$ cat config.mk
export PLATFORM = sky130hd
export DESIGN_NAME = chat_control_code_stripper
export DESIGN_NICKNAME = d
export VERILOG_FILES = /design/src/sv/ccs_pkg.sv /design/src/sv/ccs_scan.sv /design/src/sv/ccs_queue.sv /design/src/sv/chat_control_code_stripper.sv
export SDC_FILE = /design/constraint.sdc
export NUM_CORES = 1
export LEC_CHECK = 0
export ABC_AREA = 1
export BUFFER_PORTS_ARGS = -buffer_cell sky130_fd_sc_hd__buf_4
export CAP_MARGIN = 20
export CORE_ASPECT_RATIO = 1.25
export CORE_MARGIN = 2
export CORE_UTILIZATION = 50
export DETAILED_ROUTE_END_ITERATION = 16
export PLACE_DENSITY = 0.77
export SYNTH_ARGS = -nofsm -noshare
export SYNTH_HDL_FRONTEND = slang
export SYNTH_SLANG_ARGS = --single-unit
export TNS_END_PERCENT = 50
$ cat constraint.sdc
create_clock -name clk -period 5.3 [get_ports clk]
set_input_delay 1.06 -clock clk [delete_from_list [all_inputs] [get_ports clk]]
set_output_delay 1.06 -clock clk [all_outputs]
set_load 0.05 [all_outputs]
$ cat src/sv/ccs_pkg.sv
// Shared types, character codes and helper functions for the chat control code stripper.
package ccs_pkg;

	localparam int unsigned QDEPTH = 4;

	localparam logic [7:0] CH_SOH    = 8'h01;
	localparam logic [7:0] CH_BOLD   = 8'h02;
	localparam logic [7:0] CH_BELL   = 8'h07;
	localparam logic [7:0] CH_REV    = 8'h16;
	localparam logic [7:0] CH_ULINE  = 8'h1f;
	localparam logic [7:0] CH_COLOR  = 8'h03;
	localparam logic [7:0] CH_ESC    = 8'h1b;
	localparam logic [7:0] CH_LBRACK = 8'h5b;
	localparam logic [7:0] CH_COMMA  = 8'h2c;
	localparam logic [7:0] CH_SEMI   = 8'h3b;
	localparam logic [7:0] CH_ZERO   = 8'h30;
	localparam logic [7:0] CH_NINE   = 8'h39;

	typedef struct packed {
		logic [7:0] in_byte;
		logic       end_of_text;
	} in_req_t;

	typedef struct packed {
		logic [7:0] out_byte;
		logic       has_byte;
		logic       last_out;
	} out_req_t;

	// Up to two results per input byte.
	typedef struct packed {
		logic [1:0] cnt;
		out_req_t   r0;
		out_req_t   r1;
	} scan_res_t;

	typedef enum logic [2:0] {
		ST_NORMAL     = 3'd0,
		ST_HELD_C3    = 3'd1,
		ST_FG1        = 3'd2,
		ST_FG2        = 3'd3,
		ST_HELD_COMMA = 3'd4,
		ST_BG1        = 3'd5,
		ST_ESC        = 3'd6,
		ST_CSI        = 3'd7
	} scan_state_t;

	function automatic logic is_digit(input logic [7:0] b);
		return (b >= CH_ZERO) && (b <= CH_NINE);
	endfunction

	// State after a byte seen as plain text.
	function automatic scan_state_t normal_next(input logic [7:0] b);
		scan_state_t s;
		if (b == CH_COLOR) begin
			s = ST_HELD_C3;
		end else if (b == CH_ESC) begin
			s = ST_ESC;
		end else begin
			s = ST_NORMAL;
		end
		return s;
	endfunction

	// Plain text byte that survives.
	function automatic logic normal_keep(input logic [7:0] b);
		return !(b == CH_SOH || b == CH_BOLD || b == CH_BELL || b == CH_REV ||
			b == CH_ULINE || b == CH_COLOR || b == CH_ESC);
	endfunction

endpackage

$ cat src/sv/ccs_scan.sv
// Byte scanner: code state register and the per-byte result logic.
module ccs_scan import ccs_pkg::*; (
	input  logic      clk,
	input  logic      arst_n,
	input  in_req_t   item,
	input  logic      adv,
	output scan_res_t res
);

	scan_state_t state_q;
	scan_state_t scan_nxt;
	scan_state_t state_d;
	logic [7:0]  b;
	logic        dig;

	assign b   = item.in_byte;
	assign dig = is_digit(item.in_byte);

	function automatic scan_res_t push(input scan_res_t r, input logic [7:0] c);
		scan_res_t o;
		o = r;
		if (r.cnt == 2'd0) begin
			o.r0 = '{out_byte: c, has_byte: 1'b1, last_out: 1'b0};
			o.cnt = 2'd1;
		end else begin
			o.r1 = '{out_byte: c, has_byte: 1'b1, last_out: 1'b0};
			o.cnt = 2'd2;
		end
		return o;
	endfunction

	// next state
	always_comb begin
		unique case (state_q)
			ST_HELD_C3:    scan_nxt = dig ? ST_FG1 : normal_next(b);
			ST_FG1: begin
				if (dig) begin
					scan_nxt = ST_FG2;
				end else if (b == CH_COMMA) begin
					scan_nxt = ST_HELD_COMMA;
				end else begin
					scan_nxt = normal_next(b);
				end
			end
			ST_FG2:        scan_nxt = (b == CH_COMMA) ? ST_HELD_COMMA : normal_next(b);
			ST_HELD_COMMA: scan_nxt = dig ? ST_BG1 : normal_next(b);
			ST_BG1:        scan_nxt = dig ? ST_NORMAL : normal_next(b);
			ST_ESC:        scan_nxt = (b == CH_LBRACK) ? ST_CSI : normal_next(b);
			ST_CSI:        scan_nxt = (dig || b == CH_SEMI) ? ST_CSI : ST_NORMAL;
			ST_NORMAL:     scan_nxt = normal_next(b);
			default:       scan_nxt = ST_NORMAL;
		endcase
		state_d = item.end_of_text ? ST_NORMAL : scan_nxt;
	end

	// results
	always_comb begin
		scan_res_t r;
		r = '0;
		unique case (state_q)
			ST_HELD_C3: begin
				if (!dig) begin
					r = push(r, CH_COLOR);
					if (normal_keep(b)) r = push(r, b);
				end
			end
			ST_FG1: begin
				if (!dig && b != CH_COMMA && normal_keep(b)) r = push(r, b);
			end
			ST_FG2: begin
				if (b != CH_COMMA && normal_keep(b)) r = push(r, b);
			end
			ST_HELD_COMMA: begin
				if (!dig) begin
					r = push(r, CH_COMMA);
					if (normal_keep(b)) r = push(r, b);
				end
			end
			ST_BG1: begin
				if (!dig && normal_keep(b)) r = push(r, b);
			end
			ST_ESC: begin
				if (b != CH_LBRACK && normal_keep(b)) r = push(r, b);
			end
			ST_CSI: begin
				r = '0;
			end
			ST_NORMAL: begin
				if (normal_keep(b)) r = push(r, b);
			end
			default: begin
				r = '0;
			end
		endcase
		if (item.end_of_text) begin
			// flush a held 0x03 or comma, then mark the final result
			if (scan_nxt == ST_HELD_C3) begin
				r = push(r, CH_COLOR);
			end else if (scan_nxt == ST_HELD_COMMA) begin
				r = push(r, CH_COMMA);
			end
			if (r.cnt == 2'd0) begin
				r.r0 = '{out_byte: 8'h00, has_byte: 1'b0, last_out: 1'b1};
				r.cnt = 2'd1;
			end else if (r.cnt == 2'd1) begin
				r.r0.last_out = 1'b1;
			end else begin
				r.r1.last_out = 1'b1;
			end
		end
		res = r;
	end

	always_ff @(posedge clk or negedge arst_n) begin
		if (!arst_n) begin
			state_q <= ST_NORMAL;
		end else if (adv) begin
			state_q <= state_d;
		end
	end

	a_eot_back_to_normal: assert property (@(posedge clk) disable iff (!arst_n)
		adv && item.end_of_text |=> state_q == ST_NORMAL)
		else $error("scan state not normal after end of text");

	a_eot_has_result: assert property (@(posedge clk) disable iff (!arst_n)
		adv && item.end_of_text |-> res.cnt != 2'd0)
		else $error("end of text produced no result");

	a_last_only_final: assert property (@(posedge clk) disable iff (!arst_n)
		res.cnt == 2'd2 |-> !res.r0.last_out)
		else $error("last flag on a non-final result");

endmodule

$ cat src/sv/ccs_queue.sv
// Result queue: takes up to two results per cycle, hands out one per request.
module ccs_queue import ccs_pkg::*; (
	input  logic      clk,
	input  logic      arst_n,
	input  scan_res_t push,
	output logic      room,
	output logic      valid,
	input  logic      stall,
	output out_req_t  data
);

	localparam int unsigned PTR_W = $clog2(QDEPTH);
	localparam int unsigned CNT_W = $clog2(QDEPTH + 1);

	out_req_t           mem_q [QDEPTH];
	logic [PTR_W-1:0]   wr_ptr_q;
	logic [PTR_W-1:0]   rd_ptr_q;
	logic [CNT_W-1:0]   count_q;
	logic               pop;

	assign valid = (count_q != '0);
	assign data  = mem_q[rd_ptr_q];
	assign pop   = valid && !stall;
	// two free slots regardless of what leaves this cycle
	assign room  = (count_q <= CNT_W'(QDEPTH - 2));

	always_ff @(posedge clk) begin
		if (push.cnt != 2'd0) begin
			mem_q[wr_ptr_q] <= push.r0;
		end
		if (push.cnt == 2'd2) begin
			mem_q[wr_ptr_q + PTR_W'(1)] <= push.r1;
		end
	end

	always_ff @(posedge clk or negedge arst_n) begin
		if (!arst_n) begin
			wr_ptr_q <= '0;
			rd_ptr_q <= '0;
			count_q  <= '0;
		end else begin
			wr_ptr_q <= wr_ptr_q + PTR_W'(push.cnt);
			if (pop) begin
				rd_ptr_q <= rd_ptr_q + PTR_W'(1);
			end
			count_q <= count_q + CNT_W'(push.cnt) - CNT_W'(pop);
		end
	end

	a_no_overflow: assert property (@(posedge clk) disable iff (!arst_n)
		push.cnt != 2'd0 |-> (count_q + CNT_W'(push.cnt)) <= CNT_W'(QDEPTH))
		else $error("result queue overflow");

	a_count_bound: assert property (@(posedge clk) disable iff (!arst_n)
		count_q <= CNT_W'(QDEPTH))
		else $error("result queue count out of range");

endmodule

$ cat src/sv/chat_control_code_stripper.sv
// A result passes through the input register and then the result queue before it is
// offered at the result port; the input register holds while the queue lacks room.
// Throughput: one byte per cycle while the result queue has room; a byte that yields
// two results (a released 0x03 or comma plus the byte itself, or a held byte flushed
// at end of text) leaves the result port as two separate results.
// The input register advances when the four-entry result queue has two free slots.
// Reset (arst_n low, asynchronous) empties the pipeline and queue and puts the
// scanner in normal text state.
module chat_control_code_stripper import ccs_pkg::*; (
	input  logic     clk,
	input  logic     arst_n,
	input  logic     text_valid,
	output logic     text_stall,
	input  in_req_t  text,
	output logic     kept_valid,
	input  logic     kept_stall,
	output out_req_t kept
);

	logic      valid_s1;
	in_req_t   item_s1;
	logic      room;
	logic      advance;
	logic      accept;
	scan_res_t res;
	scan_res_t push_res;

	assign advance    = valid_s1 && room;
	assign text_stall = valid_s1 && !room;
	assign accept     = text_valid && !text_stall;

	always_comb begin
		push_res = res;
		push_res.cnt = advance ? res.cnt : 2'd0;
	end

	always_ff @(posedge clk or negedge arst_n) begin
		if (!arst_n) begin
			valid_s1 <= 1'b0;
		end else begin
			valid_s1 <= accept || (valid_s1 && !advance);
		end
	end

	always_ff @(posedge clk) begin
		if (accept) begin
			item_s1 <= text;
		end
	end

	ccs_scan u_scan (
		.clk    (clk),
		.arst_n (arst_n),
		.item   (item_s1),
		.adv    (advance),
		.res    (res)
	);

	ccs_queue u_queue (
		.clk    (clk),
		.arst_n (arst_n),
		.push   (push_res),
		.room   (room),
		.valid  (kept_valid),
		.stall  (kept_stall),
		.data   (kept)
	);

endmodule
# [Yosys cells after proc, flatten, opt, wreduce, memory -nomap -nowiden]
# Memory sizes are Yosys's and may differ from the RTL's.
# Cells that the tools add are included.
[op_classes] eq_ne=23 n_mux=50 n_reduce_logical=32 addsub=5 n_lt_le_gt_ge=3
[ops] operator="22-bit 2-to-1 mux" count=8
[ops] operator="22-bit one-hot mux with 8 select lines" count=1
[ops] operator="21-bit 2-to-1 mux" count=5
[ops] operator="10-bit 2-to-1 mux" count=8
[ops] operator="12-bit 2-to-1 mux" count=4
[ops] operator="3-bit 2-to-1 mux" count=10
[ops] operator="8-bit by 5-bit equality test with 1-bit output, second input constant" count=3
[ops] operator="3-bit one-hot mux with 8 select lines" count=1
[ops] operator="8-bit by 2-bit equality test with 1-bit output, second input constant" count=2
[ops] operator="8-bit by 6-bit equality test with 1-bit output, second input constant" count=2
[ops] operator="3-bit equality test, second input constant" count=5
[ops] operator="1-bit logical AND" count=11
[ops] operator="11-bit 2-to-1 mux" count=1
[ops] operator="8-bit by 1-bit equality test with 1-bit output, second input constant" count=1
[ops] operator="8-bit by 3-bit equality test with 1-bit output, second input constant" count=1
[ops] operator="8-bit by 7-bit equality test with 1-bit output, second input constant" count=1
[ops] operator="8-bit by 6-bit greater-or-equal comparator with 1-bit output, second input constant" count=1
[ops] operator="8-bit by 6-bit less-or-equal comparator with 1-bit output, second input constant" count=1
[ops] operator="2-bit zero test" count=4
[ops] operator="1-bit logical OR" count=8
[ops] operator="1-bit 2-to-1 mux" count=8
[ops] operator="2-bit 2-to-1 mux" count=4
[ops] operator="8-bit by 6-bit inequality test with 1-bit output, second input constant" count=1
[ops] operator="8-bit by 7-bit inequality test with 1-bit output, second input constant" count=1
[ops] operator="13 further kinds" count=21
[word_totals] mem_bits_rw=40 out_inout_bits=12 elab_cells=121 reg_bits=20 input_bits=13 mem_count=1
[mem_list] memory="u_queue.mem_q" depth=4 word_bits=10 read_ports=1 rd_clocked_by_memory_dff=0 wr=2 line_no="ccs_queue.sv:15" source="out_req_t mem_q [QDEPTH];"

# [Longest topological paths before layout]
# Gate-level depths: netlist of the first run.
[logic_depth] ltp_word=24 ltp_mapped=19 depth_no_buf=18

# [Hierarchy]
# From an unflattened synthesis of the first run, not the netlist that was laid out.
[unflattened] cells_unflattened=530 hier_area_um2=3872.5
[modules_own_cells] mod="ccs_queue" seq_area_each_um2=1376.3 area_per_inst_um2=2597.5 cells_each=325 instances=1
[modules_own_cells] mod="ccs_scan" seq_area_each_um2=75.1 area_per_inst_um2=932.1 cells_each=183 instances=1
[modules_own_cells] mod="chat_control_code_stripper" seq_area_each_um2=295.3 area_per_inst_um2=342.8 cells_each=22 instances=1

# [Worst setup path after synthesis of the first run]
# Ideal clock, no wire load.
[synth_timing] path_kind="reg-to-reg" startpoint="reg item_s1[2] (netlist name)" endpoint="reg u_queue.count_q[2]" arrival_time_ns=2.556 t_required_ns=5.177 n_path_buf=0 synth_period_minus_slack_ns=2.678 setup_ns=0.123 setup_slack_ns=2.622 stages_incl_launch_ff=17 cell_sequence="edfxtp_1 nand2_2 inv_1 nand2_2 nor2_4 nor2_2 nand3_2 nor2_4 nand2_4 a21oi_2 nand3_4 nand2_8 nand2_1 ha_1 inv_1 fa_1 xnor2_1"
[synth_via] elab_chain_len=22 elab_cells_between_ends=62 classes_between="add/sub: 2; order compare: 2; eq/ne: 14; mux: 27; reduce/logical: 17"
[synth_rtl] element="from (decl)" line_no="chat_control_code_stripper.sv:21" source="in_req_t item_s1;"
[synth_rtl] element="from (signal assigned)" line_no="chat_control_code_stripper.sv:47" source="item_s1 <= text;"
[synth_rtl] element="parallel branches: the longest is 18 deep, another holds 8-bit by 6-bit greater-or-equal comparator with 1-bit output"
[synth_rtl] element="22-bit 2-to-1 mux *" line_no="ccs_scan.sv:95" source="if (item.end_of_text) begin"
[synth_rtl] element="2-bit 2-to-1 mux *" line_no="chat_control_code_stripper.sv:34" source="push_res.cnt = advance ? res.cnt : 2'd0;"
[synth_rtl] element="3-bit by 2-bit adder with 3-bit output *" line_no="ccs_queue.sv:46" source="count_q <= count_q + CNT_W'(push.cnt) - CNT_W'(pop);"
[synth_rtl] element="3-bit by 1-bit subtractor with 3-bit output *" line_no="ccs_queue.sv:46"
[synth_rtl] element="to (signal assigned)" line_no="ccs_queue.sv:46"
[synth_rtl] element="to (decl)" line_no="ccs_queue.sv:18" source="logic [CNT_W-1:0] count_q;"
# Mark *: on every way between the ends. The select of a mux whose other input is x is not followed.
# A chain may end at the register's enable or synchronous reset.

# [Worst setup path after layout of the first run]
# Ends and elaborated chain as after synthesis.

==> results.md, run 1 <==
- Hold Vio Cnt, Final: 0
- Post-route minimum period: 3.10 ns
- Distinct cell type count after synthesis: 37
- Clk pin slew, worst setup/hold paths: 0.07 ns
- Routed Wire Length: 8390 um
- Required time of the critical path: 5.54 ns
- Final ANT Viol Nets: 0
- Layout cell share with drive strength beyond 1: 20.6%
- Place WS: 2.24 ns
- Vias per inst: 5.48
- Critical path class: flop to flop
- Layout area overhead: 11.4%
- Reg2Reg Depth: 16
- Worst EP arrival: 3.34 ns
- Total power draw: 2.15 mW
- Max VDD drop: 0.000372 V
- Core footprint: 7310 um2
- Max cap viols: 0
- Power per cell area: 516 nW/um2
- First-pass GRT wire length: 13800 um
- Setup Skew: 0.0122 ns
- Largest net degree at the start of global routing: 32
- RSZ-0062 raised after global routing: no
- Initial Utilization: 51.1%
- Yosys warnings: 0
- WL/cell: 14.9 um
- Critical-path maximum fanout: 25
- Sequential cell area fraction in the yosys report: 46.8%
- Filler Cell Count: 658
- Vias in the first global route: 3000
- I/O Pins: 25
- Syn_nets: 458
- Slowest CP cell: edfxtp_1
- Max-slew violations: 0
- Worst-Margin Slew: 0.636 ns
- Clk sinks: 60
- Port bufs: 24
- Die area: 8180 um2
- Starting DRT DRC Count: 175
- FF+latch count, synth: 60
- Dpl cells: 546
- EDFF count, synth: 49
- Crit path cell chain: nand2_2, inv_1, nand2_2, nand3_1, nand2_1, nand2_1, nor2_2, nand3_1, nor2_4, nand3_4, nand2_8, nand2_1, ha_1, inv_1, fa_1, xnor2_1
- Via Count: 3078
- # hold bufs at CTS: 0
- Die Y: 101 um
- Setup TNS: 0 ns
- Cell Area, Synth: 3730 um2
- Final period util: 58.5%
- Antenna cells: 0
- DRC: 0
- Die W: 81.3 um
- Crit path depth: 16
- Hold crit path type: input pin to asynchronous set/reset pin
- Cell count after synthesis: 440
- Lkg Pwr: 1.74 nW
- Final Instance Count excl. Fillers: 562
- CTS tree: yes
- Delay-heaviest family, CP: simple AND/OR/NAND/NOR gates
- Postcts setup bufs: 0
- Global route total overflow: 0
- Multi-input logic area: 1770 um2
- Most common cell after layout, fill and taps aside: nand2_1
- DP HPWL: 6370 um
- CP startpoint kind: flop
- Gr usage total: 22.6%
- CTS Buf Count: 9
- Relative slew slack: 57.5%
- Max incr delay on CP: 0.48 ns
- FP Rows: 35
- CTS Buffer Depth: 2
- Worst setup margin: 2.20 ns
- Nets: 483
- Final hold slack: 0.538 ns
- Post_cts resized: 0
- Initial antenna violation count: 0
- Clk_lat worst skew: 0.36 ns
- Status: finished, final reports clean
- Routability Congestion: 1.03
- Crit end category: flop
- H-tree levels: 3
- Buffers and inverters on the worst path: 2
- Root Buffer: clkbuf_8
- FF/Latch Area: 1750 um2
- Crit path top cell by count: nand2_1
- # setup viols final: 0
- Commonest non-fill, non-tap cells in the layout: nand2_1, nor2_1, edfxtp_1, inv_1, buf_4
- Achievable Freq: 323 MHz
- Top FF cell, synth: edfxtp_1
- FFs w/ async S/R, synth: 18.3%
- Syn avg cell area: 8.49 um2
- Drt first pass iters: 5
power breakdown:
part | total (mW) | internal [mW] | switching, mW
Combinational | 1.04 | 0.306 | 0.739
Sequential | 0.738 | 0.666 | 0.0718
Clock | 0.367 | 0.170 | 0.196
worst register-to-register path, cell delays in order, from the launching register on:
cell      delay [ns]
edfxtp_1        0.48
nand2_2         0.15
inv_1           0.10
nand2_2         0.12
nand3_1         0.11
nand2_1         0.10
nand2_1         0.07
nor2_2          0.16
nand3_1         0.16
nor2_4          0.20
nand3_4         0.13
nand2_8         0.18
nand2_1         0.12
ha_1            0.30
inv_1           0.05
fa_1            0.42
xnor2_1         0.13
synth_stat cells, types with 3 or more instances:
library cell / n / area (um2)
ha_1: 4 / 50.1
inv_2: 11 / 41.3
o21bai_2: 6 / 67.6
o22ai_1: 13 / 81.3
a21oi_1: 5 / 25.0
nand2_1: 112 / 420
nor2_2: 8 / 50.1
inv_1: 31 / 116
clkbuf_1: 8 / 30.0
nand4_1: 21 / 131
edfxtp_1: 49 / 1470
xnor2_1: 3 / 26.3
nor2_4: 4 / 45.0
or2_2: 4 / 25.0
o211ai_1: 3 / 22.5
xor2_1: 3 / 26.3
nand2_2: 10 / 62.6
o21ai_0: 24 / 120
nand3_1: 20 / 100
o21bai_1: 10 / 75.1
nand3_4: 5 / 87.6
nor2_1: 58 / 218
dfrtp_1: 11 / 275
final cells by class:
class | count | share of cell area (%)
Multi-Input combinational cell | 326 | 42.5
Sequential cell | 60 | 42.0
Timing Repair Buffer | 26 | 4.69
Inverter | 42 | 3.79
Clock buffer | 9 | 2.98
Tap cell | 92 | 2.77
Clock inverter | 7 | 1.26
layer usage:
metal	global-route usage (%)	routed length [um]	up-vias	share of wire (%)
met3	3.32	378	22	4.5
met4	13.0	267	0	3.2
met5	0	0	-	0
li1	-	-	1534	-
met2	39.5	4350	95	52
met1	25.9	3400	1427	40
flip-flops by register name, indices dropped and copies added, names as in the netlist:
signal and flops:
u_queue.mem_q 40, item_s1 9, u_queue.count_q 3, u_scan.state_q 3, u_queue.rd_ptr_q 2, u_queue.wr_ptr_q 2, valid_s1 1
final timing paths:
path	slack, ns	end	start
min	0.54	u_queue.count_q[0]	arst_n
max	2.20	u_queue.count_q[2]	item_s1[2]
min in group clk	0.57	valid_s1	valid_s1
min reg2reg	0.57	valid_s1	valid_s1
max reg2reg	2.20	u_queue.count_q[2]	item_s1[2]
max in group asynchronous	4.60	u_queue.wr_ptr_q[0]	arst_n
cells by family after synthesis:
family,share of synthesized area [%]
AND/OR/NAND/NOR,32.2
AO/OA/AOI/OAI,11.9
flip-flops,46.8
buffers and inverters,5.90
XOR/XNOR,1.41
adder cells (fa/ha/maj),1.88
stage by stage:
stage               utilization [%]  instance area [um2]
floorplan                         -                 3730
global route                   56.9                 4160
CTS                            56.9                 4160
detailed placement             54.5                 3990
finish                         56.9                 4160
global placement               54.5                 3990
(Power assumes the default switching activity.)
==> run 2: changes to the inputs <==
- clock period: 5.3 -> 3 ns (I/O delays scaled with it)
==> run 2 against run 1 <==
  * Worst hold slack lost 0.46 ns
  * First-iteration DRC count increased by 81%
  * Via count grew 3.3%
  * Maximum frequency is 6.1% higher
  * Register-to-register slack lost 2.1 ns
  * Count of clock-buffer cells in the layout stayed put
  * Cell count rose by 1.2%
  * Non-clock buffer count up 7
  * Design area increased by 2.6%
  * Clock power rose by 98%
  * Critical path depth did not move
  * Clock skew fell by 0.0029 ns
  * Largest cell class unchanged
  * Largest power group unchanged
  * Highest routed layer unchanged
==> results.md, run 2 (same netlist as run 1, synthesis figures left out) <==
- Status: finished, final reports clean (unchanged)
- Port bufs: 24 (unchanged)
- Die area: 8180 um2 (unchanged)
- Worst-Margin Slew: 0.683 ns (was 0.636 ns)
- Die W: 81.3 um (unchanged)
- H-tree levels: 3 (unchanged)
- Multi-input logic area: 1800 um2 (was 1770 um2)
- Power Internal: 2.12 mW (was 1.14 mW)
- I/O Pins: 25 (unchanged)
- FP Rows: 35 (unchanged)
- DRC: 0 (unchanged)
- Relative slew slack: 54.3% (was 57.5%)
- Drt first pass iters: 5 (unchanged)
- CP startpoint kind: flop (unchanged)
- Top reg by flops: u_queue.mem_q (unchanged)
- RSZ-0062 raised after global routing: yes (was no)
- Clk_lat worst skew: 0.35 ns (was 0.36 ns)
- Clock share of power: 18.5% (was 17.1%)
- Commonest non-fill, non-tap cells in the layout: nand2_1, nor2_1, edfxtp_1, buf_4, inv_1 (was nand2_1, nor2_1, edfxtp_1, inv_1, buf_4)
- CTS tree: yes (unchanged)
- Place WS: 0.0632 ns (was 2.24 ns)
- Combinational share of power: 48.4% (was 48.6%)
- Routability Congestion: 0.975 (was 1.03)
- Power per cell area: 919 nW/um2 (was 516 nW/um2)
- Starting DRT DRC Count: 316 (was 175)
- CTS Buf Count: 9 (unchanged)
- Hold crit path type: input pin to asynchronous set/reset pin (unchanged)
- Layout area overhead: 14.3% (was 11.4%)
- Largest net degree at the start of global routing: 29 (was 32)
- Top flop regs: u_queue.mem_q (40), item_s1 (9) (unchanged)
- Routed Wire Length: 8780 um (was 8390 um)
- Achievable Freq: 342 MHz (was 323 MHz)
- Root Buffer: clkbuf_8 (unchanged)
- Sequential power share: 33.1% (was 34.3%)
- Crit end category: flop (unchanged)
- Final ANT Viol Nets: 0 (unchanged)
- Max-slew violations: 0 (unchanged)
- Initial Utilization: 51.1% (unchanged)
- Post-route minimum period: 2.92 ns (was 3.10 ns)
- # setup viols final: 0 (unchanged)
- Dpl cells: 553 (was 546)
- Final hold slack: 0.0816 ns (was 0.538 ns)
- Final Util: 58.4% (was 56.9%)
- First-pass GRT wire length: 14400 um (was 13800 um)
- CTS Buffer Depth: 2 (unchanged)
- Final period util: 97.3% (was 58.5%)
- Die Y: 101 um (unchanged)
- Max cap viols: 0 (unchanged)
- Final Instance Count excl. Fillers: 569 (was 562)
- DP HPWL: 6580 um (was 6370 um)
- Clk pin slew, worst setup/hold paths: 0.07 ns (about the same)
- Psw: 1.81 mW (was 1.01 mW)
- Gr usage total: 23.6% (was 22.6%)
- Sw frac: 46.1% (was 46.9%)
- Most common cell after layout, fill and taps aside: nand2_1 (unchanged)
- FF/Latch Area: 1750 um2 (unchanged)
- Vias in the first global route: 3016 (was 3000)
- Worst EP arrival: 3.16 ns (was 3.34 ns)
- WL/cell: 15.4 um (was 14.9 um)
- Filler Cell Count: 621 (was 658)
- Core footprint: 7310 um2 (unchanged)
- Max VDD drop: 0.000713 V (was 0.000372 V)
- Lkg Pwr: 1.80 nW (was 1.74 nW)
- Clk sinks: 60 (unchanged)
- Required time of the critical path: 3.24 ns (was 5.54 ns)
- Hold Vio Cnt, Final: 0 (unchanged)
- Layout cell share with drive strength beyond 1: 22.9% (was 20.6%)
- Nets: 490 (was 483)
- Critical-path maximum fanout: 5 (was 25)
- Antenna cells: 0 (unchanged)
- Global route total overflow: 0 (unchanged)
- Max reg flops: 40 (unchanged)
- Worst setup margin: 0.0802 ns (was 2.20 ns)
- Via Count: 3181 (was 3078)
- Setup Skew: 0.00932 ns (was 0.0122 ns)
- Critical path class: flop to flop (unchanged)
- Initial antenna violation count: 0 (unchanged)
- Vias per inst: 5.59 (was 5.48)
## run 2: changes by cell type in the layout (fill, tap and decap cells not counted), moves of 2 or more
cell        previous run  this run
buf_4                 26        33
clkinvlp_4             4         2
nand2_1              112       109
nand2_4                1         3
## run 2: power by group through the flow
stage | clock (mW) | combinational, mW | sequential, mW
2_1_floorplan | 0 | 1.42 | 1.27
3_3_place_gp | 0 | 1.85 | 1.31
3_5_place_dp | 0 | 1.88 | 1.31
4_1_cts | 0.732 | 1.88 | 1.30
5_1_grt | 0.767 | 2.07 | 1.32
6_report | 0.727 | 1.90 | 1.30
## run 2: worst paths after layout
check | start | endpoint | slack [ns] | cells past startpoint
max | item_s1[2] | u_queue.count_q[2] | 0.08 | 16
min | arst_n | u_queue.rd_ptr_q[0] | 0.08 | 1
max reg2reg | item_s1[2] | u_queue.count_q[2] | 0.08 | 16
min reg2reg | valid_s1 | valid_s1 | 0.61 | 2
max in group asynchronous | arst_n | u_scan.state_q[0] | 2.75 | 1
min in group clk | text[1] | item_s1[1] | 0.42 | 1
## run 2: per-layer routing
metal / GRT usage (%) / vias to the layer above / share of wire (%)
li1: - / 1559 / -
met1: 27.9 / 1471 / 40
met2: 39.8 / 122 / 50
met3: 4.75 / 29 / 5.4
met4: 12.4 / 0 / 4.1
met5: 0 / - / 0
## run 2: worst max-delay path: stages (launching register included)
cell,delay (ns)
edfxtp_1,0.48
nand2_2,0.16
inv_1,0.11
nand2_2,0.12
nand3_1,0.12
nand2_1,0.10
nand2_1,0.07
nor2_2,0.16
nand2_1,0.11
a21oi_4,0.19
nand3_4,0.14
nand2_8,0.08
nand2_1,0.08
ha_1,0.29
inv_1,0.05
fa_1,0.42
xnor2_1,0.13
## run 2: what timing repair did
| item | 4_1_cts | 5_1_grt |
|---|---|---|
| endpoints found under the hold margin | 0 | 0 |
| hold buffers | 0 | 0 |
| buffers inserted | 0 | 0 |
| gates resized for setup | 0 | 8 |
| endpoints found under the setup margin | 0 | 36 |
## run 2: final cells by class
type | count | area share, %
repair buffers | 33 | 5.80
multi-input cells | 326 | 42.2
well taps | 92 | 2.70
clock inverters | 7 | 1.79
clock buffers | 9 | 2.90
flip-flops and latches | 60 | 40.9
inverters | 42 | 3.69
## run 2: through the flow
step / TNS, ns / power [mW] / instance area [um2]
finish: 0 / 3.93 / 4270
global route: -0.230 / 4.16 / 4270
floorplan: 0 / 2.69 / 3730
detailed placement: 0 / 3.19 / 4040
global placement: 0 / 3.15 / 4040
CTS: 0 / 3.91 / 4240
==> run 3: changes to the inputs <==
==> constraint.sdc (replaced) <==
create_clock -name clk -period 3 [get_ports clk]
set_input_delay 0 -clock clk [delete_from_list [all_inputs] [get_ports clk]]
set_output_delay 0 -clock clk [all_outputs]
set_load 0.05 [all_outputs]
==> run 3 against run 2 <==
  * Count of clock-buffer cells in the layout up 2
  * Maximum frequency hardly changed
  * Non-clock buffer count up 32
  * Combinational power grew 5%
  * Die area stayed put
  * Largest cell class unchanged
  * Global-route usage rose by 1.0 points
  * Sequential cell count stayed put
  * Routed wire length rose by 11%
  * Clock skew decreased by 0.0022 ns
  * Critical path type unchanged
  * Largest power group unchanged
==> results.md, run 3 (same netlist as run 1, synthesis figures left out) <==
- Multi-input logic area: 1830 um2 (was 1800 um2)
- DP HPWL: 6690 um (was 6580 um)
- Routed Wire Length: 9740 um (was 8780 um)
- Required time of the critical path: 3.22 ns (was 3.24 ns)
- Starting DRT DRC Count: 285 (was 316)
- Initial antenna violation count: 0 (unchanged)
- Root Buffer: clkbuf_8 (unchanged)
- Routability Congestion: 0.987 (was 0.975)
- Commonest non-fill, non-tap cells in the layout: nand2_1, nor2_1, buf_4, edfxtp_1, inv_1 (was nand2_1, nor2_1, edfxtp_1, buf_4, inv_1)
- Layout area overhead: 22.2% (was 14.3%)
- Lkg Pwr: 1.95 nW (was 1.80 nW)
- Max VDD drop: 0.000692 V (was 0.000713 V)
- Place WS: 0.0103 ns (was 0.0632 ns)
- Antenna cells: 0 (unchanged)
- First-pass GRT wire length: 15000 um (was 14400 um)
- Achievable Freq: 342 MHz (about the same)
- I/O Pins: 25 (unchanged)
- Largest net degree at the start of global routing: 29 (unchanged)
- H-tree levels: 3 (unchanged)
- Critical path class: flop to flop (unchanged)
- Vias in the first global route: 3072 (was 3016)
- Final ANT Viol Nets: 0 (unchanged)
- Core footprint: 7310 um2 (unchanged)
- Die W: 81.3 um (unchanged)
- Clk pin slew, worst setup/hold paths: 0.07 ns (about the same)
- Filler Cell Count: 599 (was 621)
- Final period util: 97.3% (about the same)
- CTS Buf Count: 9 (unchanged)
- Status: finished, final reports clean (unchanged)
- # setup viols final: 0 (unchanged)
- Final Util: 62.4% (was 58.4%)
- CP startpoint kind: flop (unchanged)
- Clk_lat worst skew: 0.34 ns (was 0.35 ns)
- Critical-path maximum fanout: 6 (was 5)
- WL/cell: 16.2 um (was 15.4 um)
- Power per cell area: 879 nW/um2 (was 919 nW/um2)
- Worst-Margin Slew: 0.649 ns (was 0.683 ns)
- Fin area: 4560 um2 (was 4270 um2)
- Gr usage total: 24.6% (was 23.6%)
- Max reg flops: 40 (unchanged)
- Vias per inst: 5.54 (was 5.59)
- Initial Utilization: 51.1% (unchanged)
- Drt first pass iters: 5 (unchanged)
- FF/Latch Area: 1750 um2 (unchanged)
- Most common cell after layout, fill and taps aside: nand2_1 (unchanged)
- Top reg by flops: u_queue.mem_q (unchanged)
- Die Y: 101 um (unchanged)
- CTS Buffer Depth: 2 (unchanged)
- Global route total overflow: 0 (unchanged)
- Max cap viols: 0 (unchanged)
- Crit end category: flop (unchanged)
- Via Count: 3328 (was 3181)
- Total power draw: 4.01 mW (was 3.93 mW)
- Worst EP arrival: 3.14 ns (was 3.16 ns)
- DP Area: 4040 um2 (unchanged)
- Setup Skew: 0.00716 ns (was 0.00932 ns)
- FP Rows: 35 (unchanged)
- DRC: 0 (unchanged)
- Port bufs: 24 (unchanged)
- Relative slew slack: 56.6% (was 54.3%)
- Setup TNS: 0 ns (unchanged)
- Hold crit path type: input pin to asynchronous set/reset pin (unchanged)
- Die area: 8180 um2 (unchanged)
- Post-route minimum period: 2.92 ns (about the same)
- Hold Vio Cnt, Final: 0 (unchanged)
- Nets: 522 (was 490)
- Clk sinks: 60 (unchanged)
- CTS tree: yes (unchanged)
- Layout cell share with drive strength beyond 1: 26.7% (was 22.9%)
- Top flop regs: u_queue.mem_q (40), item_s1 (9) (unchanged)
- Worst setup margin: 0.0801 ns (was 0.0802 ns)
- Max-slew violations: 0 (unchanged)
[run 3: changes by cell type in the layout (fill, tap and decap cells not counted), moves of 4 or more]
cell,previous run,this run
buf_4,33,53
dlygate4sd3_1,0,12
nand2_2,11,16
nand2_1,109,105
[run 3: layout make-up]
class,count,area share (%)
clock buffers,11,3.10
clock inverters,5,1.12
inverters,42,3.45
multi-input cells,326,40.2
flip-flops and latches,60,38.3
well taps,92,2.52
repair buffers,65,11.3
[run 3: repair_timing]
action                                  in CTS  in global routing
endpoints found under the setup margin       0                 47
hold buffers                                12                  0
gates resized for setup                      0                 20
hold endpoints to repair                    23                  0
setup buffers                                0                 20
[run 3: critical path, stage by stage, from the launching register on]
cell and delay (ns):
edfxtp_1 0.50, inv_2 0.14, nor2_1 0.07, nand2_2 0.12, nand3_1 0.13, nand2_1 0.11
nand2_1 0.10, nor2_4 0.15, nand2_1 0.10, a21oi_4 0.19, nand3_4 0.14, nand2_8 0.08
nand2_1 0.08, ha_1 0.29, inv_1 0.05, fa_1 0.43, xnor2_1 0.13
[run 3: path summary, 6_finish.rpt]
path | from | endpoint | slack (ns) | cells past startpoint
max | item_s1[4] | u_queue.count_q[2] | 0.08 | 16
min | arst_n | u_scan.state_q[2] | 0.04 | 2
max reg2reg | item_s1[4] | u_queue.count_q[2] | 0.08 | 16
min reg2reg | u_queue.wr_ptr_q[0] | u_queue.wr_ptr_q[0] | 0.59 | 1
max in group asynchronous | arst_n | u_queue.wr_ptr_q[0] | 2.79 | 2
min in group clk | text[4] | item_s1[4] | 0.37 | 2
[run 3: where the power goes]
part,total [mW],internal [mW],switching (mW)
clock,0.709,0.400,0.308
sequential,1.31,1.18,0.132
combinational,2.00,0.618,1.38
total,4.01,2.19,1.82
[run 3: metal layers]
layer	part of all wire [%]	track usage, %
met4	2.9	11.5
met5	0	0
met3	4.3	4.66
met2	53	42.9
met1	40	28.7
[run 3: through the flow]
step | hold slack, ns | std cells
after floorplan | -0.296 | 440
after global placement | -0.143 | 553
after detailed placement | -0.144 | 553
after CTS | 0.0309 | 581
after global routing | 0.0511 | 601
final | 0.0382 | 601
